[config.mk]
export PLATFORM = sky130hd
export DESIGN_NAME = message_ring_buffer_unit
export DESIGN_NICKNAME = d
export VERILOG_FILES = /design/src/rtl/core/mrb_pkg.sv /design/src/rtl/core/mrb_front.sv /design/src/rtl/core/mrb_queue.sv /design/src/rtl/core/mrb_back.sv /design/src/rtl/core/message_ring_buffer_unit.sv
export VERILOG_INCLUDE_DIRS = /design/src /design/src/rtl/core
export SDC_FILE = /design/constraint.sdc
export NUM_CORES = 2
export LEC_CHECK = 0
export ABC_AREA = 1
export BUFFER_PORTS_ARGS = -buffer_cell sky130_fd_sc_hd__buf_2
export CAP_MARGIN = 15
export CORE_ASPECT_RATIO = 0.8
export CORE_MARGIN = 1
export CORE_UTILIZATION = 55
export DETAILED_ROUTE_END_ITERATION = 6
export PLACE_DENSITY = 0.83
export SYNTH_ARGS = -nofsm -noshare
export SYNTH_HDL_FRONTEND = slang
export SYNTH_SLANG_ARGS = --single-unit
[constraint.sdc]
create_clock -name clk -period 4.48 [get_ports clk]
set_clock_uncertainty 0.1 [all_clocks]
set_input_delay 0.672 -clock clk [delete_from_list [all_inputs] [get_ports clk]]
set_output_delay 0.672 -clock clk [all_outputs]
set_load 0.01 [all_outputs]
[src/rtl/core/message_ring_buffer_unit_assert.svh]
// Assertion macros for the message ring buffer unit.
`ifndef MESSAGE_RING_BUFFER_UNIT_ASSERT_SVH
`define MESSAGE_RING_BUFFER_UNIT_ASSERT_SVH
`ifndef NO_ASSERTIONS
// Same-cycle implication, checked on every rising edge of clk outside reset.
`define MRB_ASSERT_IMPL(label, ante, cons) \
    label: assert property (@(posedge clk) disable iff (!rst_n) (ante) |-> (cons)) \
        else $error("message ring buffer check failed");
// Implication whose consequent is checked in the following cycle.
`define MRB_ASSERT_NEXT(label, ante, cons) \
    label: assert property (@(posedge clk) disable iff (!rst_n) (ante) |=> (cons)) \
        else $error("message ring buffer check failed");
`else
`define MRB_ASSERT_IMPL(label, ante, cons)
`define MRB_ASSERT_NEXT(label, ante, cons)
`endif
`endif

[src/rtl/core/mrb_pkg.sv]
// Shared types and constants of the message ring buffer unit.
package mrb_pkg;

    localparam int SLOTS     = 4;
    localparam int MSG_BYTES = 64;
    localparam int SLOT_W    = (SLOTS > 1) ? $clog2(SLOTS) : 1;
    localparam int IDX_W     = (MSG_BYTES > 1) ? $clog2(MSG_BYTES) : 1;
    localparam int ADDR_W    = SLOT_W + IDX_W;
    localparam int MEM_DEPTH = 2 ** ADDR_W;

    localparam int BYTE_W = 8;
    localparam int LEN_W  = 7;
    localparam int CNT_W  = 3;
    localparam int STAT_W = 3;
    localparam int CFG_W  = 7;
    localparam int REG_W  = 1;

    localparam logic [REG_W-1:0] REG_SLOT_COUNT  = 1'd0;
    localparam logic [REG_W-1:0] REG_BYTES_LIMIT = 1'd1;

    localparam logic [STAT_W-1:0] ST_OK    = 3'd0;
    localparam logic [STAT_W-1:0] ST_FULL  = 3'd1;
    localparam logic [STAT_W-1:0] ST_EMPTY = 3'd2;
    localparam logic [STAT_W-1:0] ST_SMALL = 3'd3;
    localparam logic [STAT_W-1:0] ST_LONG  = 3'd4;

    typedef enum logic {
        CMD_PUT,
        CMD_GET
    } cmd_kind_t;

    typedef struct packed {
        cmd_kind_t          kind;
        logic [BYTE_W-1:0]  data;
        logic               last;
        logic [LEN_W-1:0]   room;
    } cmd_t;

    typedef struct packed {
        logic full;
        logic empty;
    } q_status_t;

    typedef enum logic {
        BK_IDLE,
        BK_STREAM
    } back_state_t;

    typedef struct packed {
        logic streaming;
    } back_status_t;

    typedef enum logic [1:0] {
        DROP_NONE,
        DROP_FULL,
        DROP_LONG
    } drop_t;

endpackage

[src/rtl/core/mrb_front.sv]
// Front end: accepts input beats, classifies them into commands and feeds the queue.
module mrb_front (
    input  logic                          clk,
    input  logic                          rst_n,
    input  logic                          in_valid,
    output logic                          in_stall,
    input  logic                          action,
    input  logic [7:0]                    put_byte,
    input  logic                          put_last,
    input  logic [6:0]                    get_room,
    input  mrb_pkg::q_status_t            q_stat,
    output logic                          q_push,
    output mrb_pkg::cmd_t                 q_push_cmd
);
    import mrb_pkg::*;

    logic valid_reg;
    logic valid_next;
    cmd_t cmd_reg;
    cmd_t cmd_class;
    logic accept;

    // A put keeps its byte and last mark, a get keeps only its room.
    always_comb
    begin
        cmd_class = '0;
        if (action)
        begin
            cmd_class.kind = CMD_GET;
            cmd_class.room = get_room;
        end
        else
        begin
            cmd_class.kind = CMD_PUT;
            cmd_class.data = put_byte;
            cmd_class.last = put_last;
        end
    end

    assign q_push     = valid_reg && !q_stat.full;
    assign in_stall   = valid_reg && q_stat.full;
    assign accept     = in_valid && !in_stall;
    assign q_push_cmd = cmd_reg;

    always_comb
    begin
        valid_next = valid_reg;
        if (accept)
        begin
            valid_next = 1'b1;
        end
        else if (q_push)
        begin
            valid_next = 1'b0;
        end
    end

    always_ff @(posedge clk or negedge rst_n)
    begin
        if (!rst_n)
        begin
            valid_reg <= 1'b0;
        end
        else
        begin
            valid_reg <= valid_next;
        end
    end

    always_ff @(posedge clk)
    begin
        if (accept)
        begin
            cmd_reg <= cmd_class;
        end
    end

endmodule

[src/rtl/core/mrb_queue.sv]
// Two-entry command queue between the front end and the back end.
module mrb_queue (
    input  logic                  clk,
    input  logic                  rst_n,
    input  logic                  push,
    input  mrb_pkg::cmd_t         push_cmd,
    input  logic                  pop,
    output mrb_pkg::cmd_t         head_cmd,
    output mrb_pkg::q_status_t    stat
);
    import mrb_pkg::*;

    cmd_t       entry_reg [2];
    logic       wr_ptr_reg;
    logic       rd_ptr_reg;
    logic [1:0] count_reg;

    assign head_cmd   = entry_reg[rd_ptr_reg];
    assign stat.full  = (count_reg == 2'd2);
    assign stat.empty = (count_reg == 2'd0);

    always_ff @(posedge clk or negedge rst_n)
    begin
        if (!rst_n)
        begin
            wr_ptr_reg <= 1'b0;
            rd_ptr_reg <= 1'b0;
            count_reg  <= 2'd0;
        end
        else
        begin
            if (push)
            begin
                wr_ptr_reg <= !wr_ptr_reg;
            end
            if (pop)
            begin
                rd_ptr_reg <= !rd_ptr_reg;
            end
            if (push && !pop)
            begin
                count_reg <= count_reg + 2'd1;
            end
            else if (pop && !push)
            begin
                count_reg <= count_reg - 2'd1;
            end
        end
    end

    always_ff @(posedge clk)
    begin
        if (push)
        begin
            entry_reg[wr_ptr_reg] <= push_cmd;
        end
    end

endmodule

[src/rtl/core/mrb_back.sv]
// Back end: slot bookkeeping, message memory, get streaming and the result register.
module mrb_back (
    input  logic                  clk,
    input  logic                  rst_n,
    input  logic                  cfg_we,
    input  logic [0:0]            cfg_addr,
    input  logic [6:0]            cfg_wdata,
    input  mrb_pkg::q_status_t    q_stat,
    input  mrb_pkg::cmd_t         head_cmd,
    output logic                  q_pop,
    output mrb_pkg::back_status_t bk_stat,
    output logic                  out_valid,
    input  logic                  out_stall,
    output logic [2:0]            status,
    output logic [7:0]            out_byte,
    output logic                  out_last,
    output logic [6:0]            msg_length
);
    import mrb_pkg::*;

    back_state_t        state_reg, state_next;
    logic [SLOT_W-1:0]  write_slot_reg, write_slot_next;
    logic [SLOT_W-1:0]  read_slot_reg, read_slot_next;
    logic [LEN_W-1:0]   put_count_reg, put_count_next;
    drop_t              drop_reg, drop_next;
    logic               occ_reg [SLOTS];
    logic               occ_next [SLOTS];
    logic [LEN_W-1:0]   slot_len_reg [SLOTS];
    logic               len_we;
    logic [CNT_W-1:0]   cfg_count_reg;
    logic [CFG_W-1:0]   cfg_limit_reg;
    logic [SLOT_W-1:0]  strm_slot_reg, strm_slot_next;
    logic [LEN_W-1:0]   strm_len_reg, strm_len_next;
    logic [IDX_W-1:0]   strm_idx_reg, strm_idx_next;
    logic [BYTE_W-1:0]  rdata_reg;
    logic [BYTE_W-1:0]  mem [MEM_DEPTH];
    logic [ADDR_W-1:0]  rd_addr;
    logic [ADDR_W-1:0]  wr_addr;
    logic               mem_we;
    logic               out_valid_reg, out_valid_next;
    logic [STAT_W-1:0]  out_status_reg, out_status_next;
    logic [BYTE_W-1:0]  out_byte_reg, out_byte_next;
    logic               out_last_reg, out_last_next;
    logic [LEN_W-1:0]   out_len_reg, out_len_next;
    logic               load_out;
    logic               out_free;
    logic [CNT_W-1:0]   eff_count;
    logic [LEN_W-1:0]   eff_limit;
    drop_t              drop_cur;
    logic [LEN_W-1:0]   cnt_sat;
    logic [LEN_W-1:0]   get_len;
    logic               strm_last;

    function automatic logic [SLOT_W-1:0] next_slot(input logic [SLOT_W-1:0] s,
                                                   input logic [CNT_W-1:0] cnt);
        logic [7:0] n;
        n = 8'(s) + 8'd1;
        return (n >= 8'(cnt)) ? '0 : SLOT_W'(n);
    endfunction

    // Out-of-range register values clamp to the legal range.
    always_comb
    begin
        if (cfg_count_reg == '0)
        begin
            eff_count = CNT_W'(1);
        end
        else if (32'(cfg_count_reg) > SLOTS)
        begin
            eff_count = CNT_W'(SLOTS);
        end
        else
        begin
            eff_count = cfg_count_reg;
        end
        if (cfg_limit_reg == '0)
        begin
            eff_limit = LEN_W'(1);
        end
        else if (32'(cfg_limit_reg) > MSG_BYTES)
        begin
            eff_limit = LEN_W'(MSG_BYTES);
        end
        else
        begin
            eff_limit = LEN_W'(cfg_limit_reg);
        end
    end

    assign out_free  = !out_valid_reg || !out_stall;
    assign cnt_sat   = (put_count_reg == '1) ? put_count_reg : put_count_reg + LEN_W'(1);
    assign strm_last = ((LEN_W'(strm_idx_reg) + LEN_W'(1)) == strm_len_reg);
    assign get_len   = (32'(slot_len_reg[read_slot_reg]) > MSG_BYTES) ?
                       LEN_W'(MSG_BYTES) : slot_len_reg[read_slot_reg];

    always_comb
    begin
        state_next      = state_reg;
        write_slot_next = write_slot_reg;
        read_slot_next  = read_slot_reg;
        put_count_next  = put_count_reg;
        drop_next       = drop_reg;
        occ_next        = occ_reg;
        len_we          = 1'b0;
        strm_slot_next  = strm_slot_reg;
        strm_len_next   = strm_len_reg;
        strm_idx_next   = strm_idx_reg;
        q_pop           = 1'b0;
        mem_we          = 1'b0;
        wr_addr         = {write_slot_reg, put_count_reg[IDX_W-1:0]};
        rd_addr         = {read_slot_reg, IDX_W'(0)};
        load_out        = 1'b0;
        out_status_next = ST_OK;
        out_byte_next   = '0;
        out_last_next   = 1'b1;
        out_len_next    = '0;
        drop_cur        = drop_reg;

        case (state_reg)
            BK_IDLE:
            begin
                if (!q_stat.empty)
                begin
                    if (head_cmd.kind == CMD_PUT)
                    begin
                        // Fullness is judged once, at the first byte of a message.
                        if (put_count_reg == '0 && drop_reg == DROP_NONE &&
                            occ_reg[write_slot_reg])
                        begin
                            drop_cur = DROP_FULL;
                        end
                        if (drop_cur == DROP_NONE && put_count_reg >= eff_limit)
                        begin
                            drop_cur = DROP_LONG;
                        end
                        if (!head_cmd.last)
                        begin
                            q_pop          = 1'b1;
                            mem_we         = (drop_cur == DROP_NONE);
                            put_count_next = cnt_sat;
                            drop_next      = drop_cur;
                        end
                        else if (out_free)
                        begin
                            q_pop          = 1'b1;
                            mem_we         = (drop_cur == DROP_NONE);
                            load_out       = 1'b1;
                            out_len_next   = cnt_sat;
                            put_count_next = '0;
                            drop_next      = DROP_NONE;
                            case (drop_cur)
                                DROP_FULL:
                                begin
                                    out_status_next = ST_FULL;
                                end
                                DROP_LONG:
                                begin
                                    out_status_next = ST_LONG;
                                end
                                default:
                                begin
                                    out_status_next          = ST_OK;
                                    len_we                   = 1'b1;
                                    occ_next[write_slot_reg] = 1'b1;
                                    write_slot_next = next_slot(write_slot_reg, eff_count);
                                end
                            endcase
                        end
                    end
                    else if (out_free)
                    begin
                        q_pop = 1'b1;
                        if (!occ_reg[read_slot_reg])
                        begin
                            load_out        = 1'b1;
                            out_status_next = ST_EMPTY;
                        end
                        else if (get_len > head_cmd.room)
                        begin
                            load_out        = 1'b1;
                            out_status_next = ST_SMALL;
                            out_len_next    = get_len;
                        end
                        else
                        begin
                            occ_next[read_slot_reg] = 1'b0;
                            read_slot_next = next_slot(read_slot_reg, eff_count);
                            if (get_len == '0)
                            begin
                                load_out = 1'b1;
                            end
                            else
                            begin
                                // First byte read here; rdata_reg has it next cycle.
                                strm_slot_next = read_slot_reg;
                                strm_len_next  = get_len;
                                strm_idx_next  = '0;
                                state_next     = BK_STREAM;
                            end
                        end
                    end
                end
            end
            BK_STREAM:
            begin
                rd_addr = {strm_slot_reg, strm_idx_reg};
                if (out_free)
                begin
                    load_out        = 1'b1;
                    out_status_next = ST_OK;
                    out_byte_next   = rdata_reg;
                    out_last_next   = strm_last;
                    out_len_next    = strm_len_reg;
                    strm_idx_next   = strm_idx_reg + IDX_W'(1);
                    rd_addr         = {strm_slot_reg, strm_idx_next};
                    if (strm_last)
                    begin
                        state_next = BK_IDLE;
                    end
                end
            end
            default:
            begin
                state_next = BK_IDLE;
            end
        endcase

        out_valid_next = out_valid_reg;
        if (load_out)
        begin
            out_valid_next = 1'b1;
        end
        else if (!out_stall)
        begin
            out_valid_next = 1'b0;
        end
    end

    always_ff @(posedge clk or negedge rst_n)
    begin
        if (!rst_n)
        begin
            state_reg      <= BK_IDLE;
            write_slot_reg <= '0;
            read_slot_reg  <= '0;
            put_count_reg  <= '0;
            drop_reg       <= DROP_NONE;
            for (int i = 0; i < SLOTS; i++)
            begin
                occ_reg[i] <= 1'b0;
            end
            cfg_count_reg  <= CNT_W'(4);
            cfg_limit_reg  <= CFG_W'(64);
            out_valid_reg  <= 1'b0;
        end
        else
        begin
            state_reg      <= state_next;
            write_slot_reg <= write_slot_next;
            read_slot_reg  <= read_slot_next;
            put_count_reg  <= put_count_next;
            drop_reg       <= drop_next;
            occ_reg        <= occ_next;
            out_valid_reg  <= out_valid_next;
            if (cfg_we)
            begin
                case (cfg_addr)
                    REG_SLOT_COUNT:
                    begin
                        cfg_count_reg <= cfg_wdata[CNT_W-1:0];
                    end
                    REG_BYTES_LIMIT:
                    begin
                        cfg_limit_reg <= cfg_wdata;
                    end
                    default:
                    begin
                    end
                endcase
            end
        end
    end

    always_ff @(posedge clk)
    begin
        if (len_we)
        begin
            slot_len_reg[write_slot_reg] <= cnt_sat;
        end
        strm_slot_reg <= strm_slot_next;
        strm_len_reg  <= strm_len_next;
        strm_idx_reg  <= strm_idx_next;
        if (load_out)
        begin
            out_status_reg <= out_status_next;
            out_byte_reg   <= out_byte_next;
            out_last_reg   <= out_last_next;
            out_len_reg    <= out_len_next;
        end
    end

    // Message memory: one write port for puts, one registered read port for gets.
    always_ff @(posedge clk)
    begin
        if (mem_we)
        begin
            mem[wr_addr] <= head_cmd.data;
        end
        rdata_reg <= mem[rd_addr];
    end

    assign bk_stat.streaming = (state_reg == BK_STREAM);
    assign out_valid         = out_valid_reg;
    assign status            = out_status_reg;
    assign out_byte          = out_byte_reg;
    assign out_last          = out_last_reg;
    assign msg_length        = out_len_reg;

endmodule

[src/rtl/core/message_ring_buffer_unit.sv]
// Top level of the message ring buffer unit: front end, command queue and back end.
//
// Input beats arrive on in_valid/in_stall. A put beat (action 0) carries one message
// byte and a last mark; a get beat (action 1) names the receiver room in bytes.
// Result beats leave on out_valid/out_stall with status, out_byte, out_last and
// msg_length. A put beat that is not last gives no result; a last put byte gives one
// result (ok, full or too long). A get gives one empty or too-small result, or one
// result per stored byte with out_last on the final one.
// Put bytes that are not last run at one byte per cycle while the back end is not
// streaming; a last put waits until the output register is free. A get first checks
// the tail slot and starts the memory read, then sends one byte per cycle from the
// single read port while out_stall lets the output register take them.
// A two-entry queue sits between the input register and the back end, so input keeps
// flowing while a result waits in the output register. When out_stall is high the
// output register holds its beat; the back end still stores put bytes that are not
// last but waits with anything that needs a result, and the queue then fills.
// Reset clears the slot occupied marks, the slot pointers, the put state and the
// registers (four slots, 64-byte limit); slot memory is not cleared.
`include "message_ring_buffer_unit_assert.svh"

module message_ring_buffer_unit (
    input  logic       clk,
    input  logic       rst_n,
    input  logic       cfg_we,
    input  logic [0:0] cfg_addr,
    input  logic [6:0] cfg_wdata,
    input  logic       in_valid,
    output logic       in_stall,
    input  logic       action,
    input  logic [7:0] put_byte,
    input  logic       put_last,
    input  logic [6:0] get_room,
    output logic       out_valid,
    input  logic       out_stall,
    output logic [2:0] status,
    output logic [7:0] out_byte,
    output logic       out_last,
    output logic [6:0] msg_length
);
    import mrb_pkg::*;

    q_status_t    q_stat;
    logic         q_push;
    logic         q_pop;
    cmd_t         q_push_cmd;
    cmd_t         head_cmd;
    back_status_t bk_stat;

    // The front end registers each beat and turns it into a put or get command.
    mrb_front u_front (
        .clk        (clk),
        .rst_n      (rst_n),
        .in_valid   (in_valid),
        .in_stall   (in_stall),
        .action     (action),
        .put_byte   (put_byte),
        .put_last   (put_last),
        .get_room   (get_room),
        .q_stat     (q_stat),
        .q_push     (q_push),
        .q_push_cmd (q_push_cmd)
    );

    // The queue lets the front end keep accepting while the back end streams.
    mrb_queue u_queue (
        .clk      (clk),
        .rst_n    (rst_n),
        .push     (q_push),
        .push_cmd (q_push_cmd),
        .pop      (q_pop),
        .head_cmd (head_cmd),
        .stat     (q_stat)
    );

    // The back end owns all ring state and the result register.
    mrb_back u_back (
        .clk        (clk),
        .rst_n      (rst_n),
        .cfg_we     (cfg_we),
        .cfg_addr   (cfg_addr),
        .cfg_wdata  (cfg_wdata),
        .q_stat     (q_stat),
        .head_cmd   (head_cmd),
        .q_pop      (q_pop),
        .bk_stat    (bk_stat),
        .out_valid  (out_valid),
        .out_stall  (out_stall),
        .status     (status),
        .out_byte   (out_byte),
        .out_last   (out_last),
        .msg_length (msg_length)
    );

    // Only a streamed get produces beats without the last mark; they are all ok and
    // the back end is streaming while one waits.
    `MRB_ASSERT_IMPL(a_multi_beat_ok, out_valid && !out_last, status == ST_OK && bk_stat.streaming)
    // An empty report carries no byte and no length.
    `MRB_ASSERT_IMPL(a_empty_clean, out_valid && status == ST_EMPTY, out_byte == '0 && msg_length == '0)
    // After a non-last beat is taken, the next byte of the message follows at once.
    `MRB_ASSERT_NEXT(a_stream_continues, out_valid && !out_stall && !out_last, out_valid)

endmodule

After elaboration in Yosys (flattened, before gate mapping):

Memory sizes are Yosys's and may differ from the RTL's. A register that Yosys moved wholly into a read port is not among the register bits.
Cells that the tools add are included.
W data, S select, Z words.

* $add $sub $neg: 7
* reductions and logical operators: 40
* bitwise operators: 12
* equal/unequal tests: 18
* muxes and demuxes: 111
* magnitude comparators: 11

Operators with widths (number)
* $mux W7: 14
* $mux W1: 48
* $mux W6: 8
* $mux W2: 15
* $mux W4: 7
* $mux W3: 8
* $logic_not A7 Y1: 3
* $ge A8 B3 Y1: 2
* $ne A2 B2 Y1 const B: 8
* $gt A7 B7 Y1 const B: 2
* $pmux W7 S2: 1
* $reduce_and A7 Y1: 2
* $pmux W3 S2: 2
* $pmux W6 S2: 1
* $reduce_and A6 Y1: 2
* $logic_and A1 B1 Y1: 10
* $ne A2 B1 Y1 const B: 5
* $logic_not A1 Y1: 8
* $logic_not A2 Y1: 4
* $mux W8: 1
* $reduce_and A8 Y1: 1
* $add A6 B1 Y7 const B: 1
* $add A7 B1 Y7 const B: 1
* $eq A7 B7 Y1: 1
* other kinds (26): 44

* memories kept: 3
* flip-flop bits (word level): 85
* bits in writable memories: 2110

Memories
* u_back.mem: words 256, bits a word 8, rd ports 1, clocked after Yosys merged registers in 1, write ports 1, line mrb_back.sv:36 `logic [BYTE_W-1:0] mem [MEM_DEPTH];`
* u_queue.entry_reg: words 2, bits a word 17, rd ports 1, clocked after Yosys merged registers in 0, write ports 1, line mrb_queue.sv:13 `cmd_t entry_reg [2];`
* u_back.slot_len_reg: words 4, bits a word 7, rd ports 1, clocked after Yosys merged registers in 0, write ports 1, line mrb_back.sv:28 `logic [LEN_W-1:0] slot_len_reg [SLOTS];`

Depth between registers and ports, before layout:

* depth after elaboration: 25
* gate-level depth with buffers: 22

Cells and area by module:

Synthesis repeated with hierarchy kept, for this count alone.

* cells, all modules: 9067
* area, all modules: 95355.2 um2

Modules (own cells, without submodules)
* mrb_back: area an instance 93160.6 um2, instances 1, seq. area each 64249.1 um2, cells an instance 8930
* mrb_queue: area an instance 1483.9 um2, instances 1, seq. area each 1121.1 um2, cells an instance 78
* mrb_front: area an instance 710.7 um2, instances 1, seq. area each 535.5 um2, cells an instance 59

Worst setup path after synthesis:

OpenSTA, ideal clock, no wires.

* path type: reg2reg
* from: reg u_queue.rd_ptr_reg
* to: mem u_back.mem[0][0], data pin
* data required time: 3.556 ns
* buffers on the path: 2
* setup slack: -0.293 ns
* arrival: 3.849 ns
* period minus slack after synthesis: 4.773 ns
* stages on the path, launching flop included: 5
* path through: dfrtp_1 > buf_4 > clkbuf_1 > nand2_1 > nand2_1

RTL lines
* start, declared: line mrb_queue.sv:15 `logic rd_ptr_reg;`
* start signal, assigned: line mrb_queue.sv:38 `rd_ptr_reg <= !rd_ptr_reg;`
* end, declared: line mrb_back.sv:36

Final worst setup path:

* from: reg u_back.cfg_limit_reg[2]
* to: mem u_back.mem[179][0], enable pin

* cells in the longest elaborated chain, start to end: 17
* elaborated cells between the ends (all ways): 18

Ends and longest elaborated chain
* start, declared: line mrb_back.sv:31 `logic [CFG_W-1:0] cfg_limit_reg;`
* start signal, assigned: line mrb_back.sv:274 `cfg_limit_reg <= cfg_wdata;`
* $gt A7 B7 Y1: line mrb_back.sv:80 `else if (32'(cfg_limit_reg) > MSG_BYTES)`
* $mux W7: line mrb_back.sv:80
* $mux W7 (*): line mrb_back.sv:76 `if (cfg_limit_reg == '0)`
* $ge A7 B7 Y1 (*): line mrb_back.sv:132 `if (drop_cur == DROP_NONE && put_count_reg >= eff_limit)`
* $logic_and A1 B1 Y1 (*): line mrb_back.sv:132
* $mux W2 (*): line mrb_back.sv:132
* $mux W2 (*): line mrb_back.sv:124 `if (head_cmd.kind == CMD_PUT)`
* $mux W2 (*): line mrb_back.sv:122 `if (!q_stat.empty)`
* $mux W2 (*): line mrb_back.sv:119 `case (state_reg)`
* $logic_not A2 Y1 (*): line mrb_back.sv:139, mrb_back.sv:146
* $mux W1: line mrb_back.sv:143 `else if (out_free)`
* $mux W1 (*): line mrb_back.sv:136 `if (!head_cmd.last)`
* $mux W1 (*): line mrb_back.sv:124
* $mux W1 (*): line mrb_back.sv:122
* $mux W1 (*): line mrb_back.sv:119
* $mux W1 (*): line mrb_back.sv:305 `if (mem_we)`
* $mux W1 (implied by the code) (*): line mrb_back.sv:307 `mem[wr_addr] <= head_cmd.data;`

Mark *: on every way between the ends. The rest lies on a longest branch, timed or not. The select of a mux whose other input is x is not followed.

==> key figures <==
CTS
  – Number of gates resized after cts: 0
  – CTS H-tree lvls: 4
  – Sink Count: 2203
  – Worst-case clock buffer depth: 3
  – Clock Latency Late Sink: 0.88 ns
  – Clk pin slew, worst setup/hold paths: 0.06 ns
  – CTS root buf: clkbuf_16
  – CTS Buf Count: 204
  – CTS tree: yes

Timing
  – Setup TNS: 0 ns
  – RSZ-0062 raised after global routing: false
  – Measured slew at the worst slew-check pin: 1.33 ns
  – Fin crit share: 93.4%
  – Min Tclk post-route: 4.19 ns
  – Slew Limit Fails: 0
  – Highest Clock Rate: 239 MHz
  – Slew margin rel.: 10.9%
  – Final-report hold violation count: 0
  – Final count of negative-setup-slack endpoints: 0

Place
  – IO buf count: 50
  – Cell Area, Placed: 97900 um^2
  – DPL Wire Length: 148000 um
  – GPL Wtd Cong: 0.958

Worst setup path
  – Reg2reg path depth: 23
  – Critical path required time: 4.94 ns
  – Worst setup EP type: register
  – Kind of critical path: register to register
  – Startpoint Class: register
  – Max FO, Critical Path: 10
  – Worst setup endpoint: u_back.mem[179][0]
  – Critical Path Source: u_back.cfg_limit_reg[2]
  – Worst r2r dst: u_back.mem[179][0]
  – WP data arrival: 4.64 ns
  – R2r setup slk: 0.29 ns
  – R2r startpoint: u_back.cfg_limit_reg[2]

Synth
  – Syn avg cell area: 12.2 um^2
  – Async set-reset flop share out of synthesis: 1.54%
  – Yosys warns: 0
  – EDFF count, synth: 2161
  – Top cells by area, synth: edfxtp_1 70%, o211ai_1 8.3%, nand3_1 5.5%, nand2_1 4.8%, inv_1 4.6%
  – Distinct cell type count of the synthesized netlist: 54
  – Synth Register Bits: 2203
  – Proportion of netlist area held by the largest area contributor: 69.8%
  – Synthesized area: 93000 um^2
  – Ys flop type: edfxtp_1
  – Synth Instances: 7628
  – Top cell type by total area after synthesis: edfxtp_1
  – Sequential-to-total area share from yosys stat: 70.9%
  – Mapped Nets: 7693

Floorplanning
  – Placeable Area: 167000 um^2
  – DIE HEIGHT: 370 um
  – # IOs: 51
  – Initial Util: 55.6%
  – Core Rows: 134
  – Die Wd: 462 um
  – Die area: 171000 um^2

GRT
  – GRT Resource Usage Total: 28.8%
  – Pin count of the biggest net entering global routing: 144
  – Initial antenna violation count: 8
  – Vias in the first global route: 61618
  – Global-route wire length before repair: 368000 um
  – Total gr overflow: 0

Routing
  – First drt pass iteration count: 7
  – DR WL/cell: 23.9 um
  – Remaining DRCs: 1
  – Via density: 6.16
  – Via count: 63332
  – Final ANT Viol Nets: 0
  – Wirelength, routed: 246000 um
  – Number of DRC markers in iteration 0: 10740

Power and ir drop
  – VDD IR max: 765 uV
  – PD cells: 738 nW/um^2
  – Leak: 0.0391 uW

Run status
  – Outcome: finished with violations
  – Failing checks: DRC

Finish
  – Area of the multi-input gates: 20400 um^2
  – Final non-filler cell area: 105000 um^2
  – Final net count: 7934
  – Layout cells sized above 1: 10.8%
  – Flip-flop count of the largest register after layout: 2048
  – Sequential Area: 65900 um^2
  – Area growth from synthesis to layout: 12.8%
  – Fillers: 11623
  – Commonest non-fill, non-tap cell in the layout: edfxtp_1
  – Most frequent cells in the layout: 2161 x edfxtp_1, 1187 x nand2_1, 1135 x inv_1

Flow run
  – Max cap viols: 0

Worst hold path
  – Hold crit path type: input pin to register
## critical path, stage by stage (launching register included)
cell and delay [ns]:
dfrtp_1 0.40, nor2_1 0.13, nand3_1 0.11, nand2_1 0.11, nand2_1 0.06, ha_1 0.26, a21boi_0 0.13, o21a_1 0.18
o21a_1 0.16, o21ai_0 0.15, nand2_1 0.09, a21oi_1 0.13, o21bai_1 0.07, nand2_1 0.07, nand2_1 0.07, inv_1 0.09
ha_1 0.14, inv_1 0.06, nor2_4 0.24, buf_4 0.20, nand3_2 0.11, buf_12 0.20, nor2_1 0.34, buf_4 0.27
## power breakdown
group | leakage (uW) | total (uW) | internal [uW] | switching, uW
clock | 0.00323 | 17400 | 9790 | 7570
combinational | 0.0158 | 33200 | 8660 | 24500
sequential | 0.0200 | 26800 | 26500 | 267
total | 0.0391 | 77300 | 45000 | 32400
## Yosys cell counts (2+ instances only)
library cell  number
a21boi_0           3
a21oi_1           21
buf_1             17
buf_2            359
buf_4             35
buf_6             11
clkbuf_1          71
dfrtp_1           32
dfstp_2            2
dfxtp_1            8
edfxtp_1        2161
ha_1              35
inv_1           1136
inv_2              8
inv_4              2
mux2_2             3
mux2i_1            5
nand2_1         1197
nand2_2           13
nand3_1         1031
nand3_2            6
nand3b_1           2
nand4_1           14
nand4_2            6
nor2_1           327
nor2_2             3
nor2_4             2
nor3_1             5
nor4_1             2
o211ai_1        1024
o21a_1             3
o21ai_0           24
o21ai_1            3
o21ai_2            6
o21bai_1           8
o221ai_1           2
o22ai_1            9
o31ai_1            4
or2_2              3
xnor2_1            2
xor2_1            10
## area by class of cell
| type | count | share of cell area (%) |
|---|---|---|
| sequential | 2203 | 62.9 |
| clock buffer | 260 | 5.22 |
| tap | 2244 | 2.68 |
| antenna | 4 | 0.00955 |
| clock inverter | 118 | 1.13 |
| inverter | 1149 | 4.15 |
| multi-input combinational | 3782 | 19.5 |
| timing repair buffer | 529 | 4.51 |
## what timing repair did
| action | in CTS | in global routing |
|---|---|---|
| hold buffers | 21 | 0 |
| endpoints found under the hold margin | 55 | 0 |
| endpoints found under the setup margin | 0 | 8 |
| setup buffers | 0 | 4 |
## cells by family (layout without fill, tap and decap cells)
kind of cell	count (synthesis)	after routing	synth area share, %
flops	2203	2203	70.9
other cells	0	4	0
mux	8	8	0.0902
xor+xnor	12	12	0.113
fa+ha+maj	35	35	0.471
buf+inv	1643	2056	7.37
compound gates	1110	1110	8.86
simple gates	2617	2617	12.2
## through the flow
stage	utilization, %	setup WS [ns]	instances	hold slack, ns	power, uW
2_1_floorplan	-	0.820	7628	0.276	47500
3_3_place_gp	58.5	0.190	9882	0.323	57900
3_5_place_dp	58.5	0.360	9882	0.334	58700
4_1_cts	62.6	0.299	10281	0.00193	76100
5_1_grt	62.7	0.0735	10285	0.0202	79800
6_report	62.7	0.294	10289	0.0152	77300
## worst min-delay path by stage
stage                                 from                  endpoint  slack [ns]  cells after the start
finish                         put_byte[6]    u_front.q_push_cmd[14]        0.02                      3
global route                   put_byte[6]    u_front.q_push_cmd[14]        0.02                      3
CTS                               put_last     u_front.q_push_cmd[7]       0.002                      3
detailed placement   u_front.q_push_cmd[6]   u_queue.entry_reg[1][6]        0.33                      0
global placement    u_front.q_push_cmd[16]  u_queue.entry_reg[0][16]        0.32                      0
floorplan                            rst_n            u_back.bk_stat        0.28                      0
## metal layers
metal | part of all wire, % | track usage [%] | vias up
li1 | - | - | 27588
met1 | 36 | 38.9 | 30105
met2 | 45 | 43.6 | 4820
met3 | 14 | 8.15 | 811
met4 | 4.6 | 12.7 | 8
met5 | 0.032 | 0 | -
(Power assumes the default switching activity.)
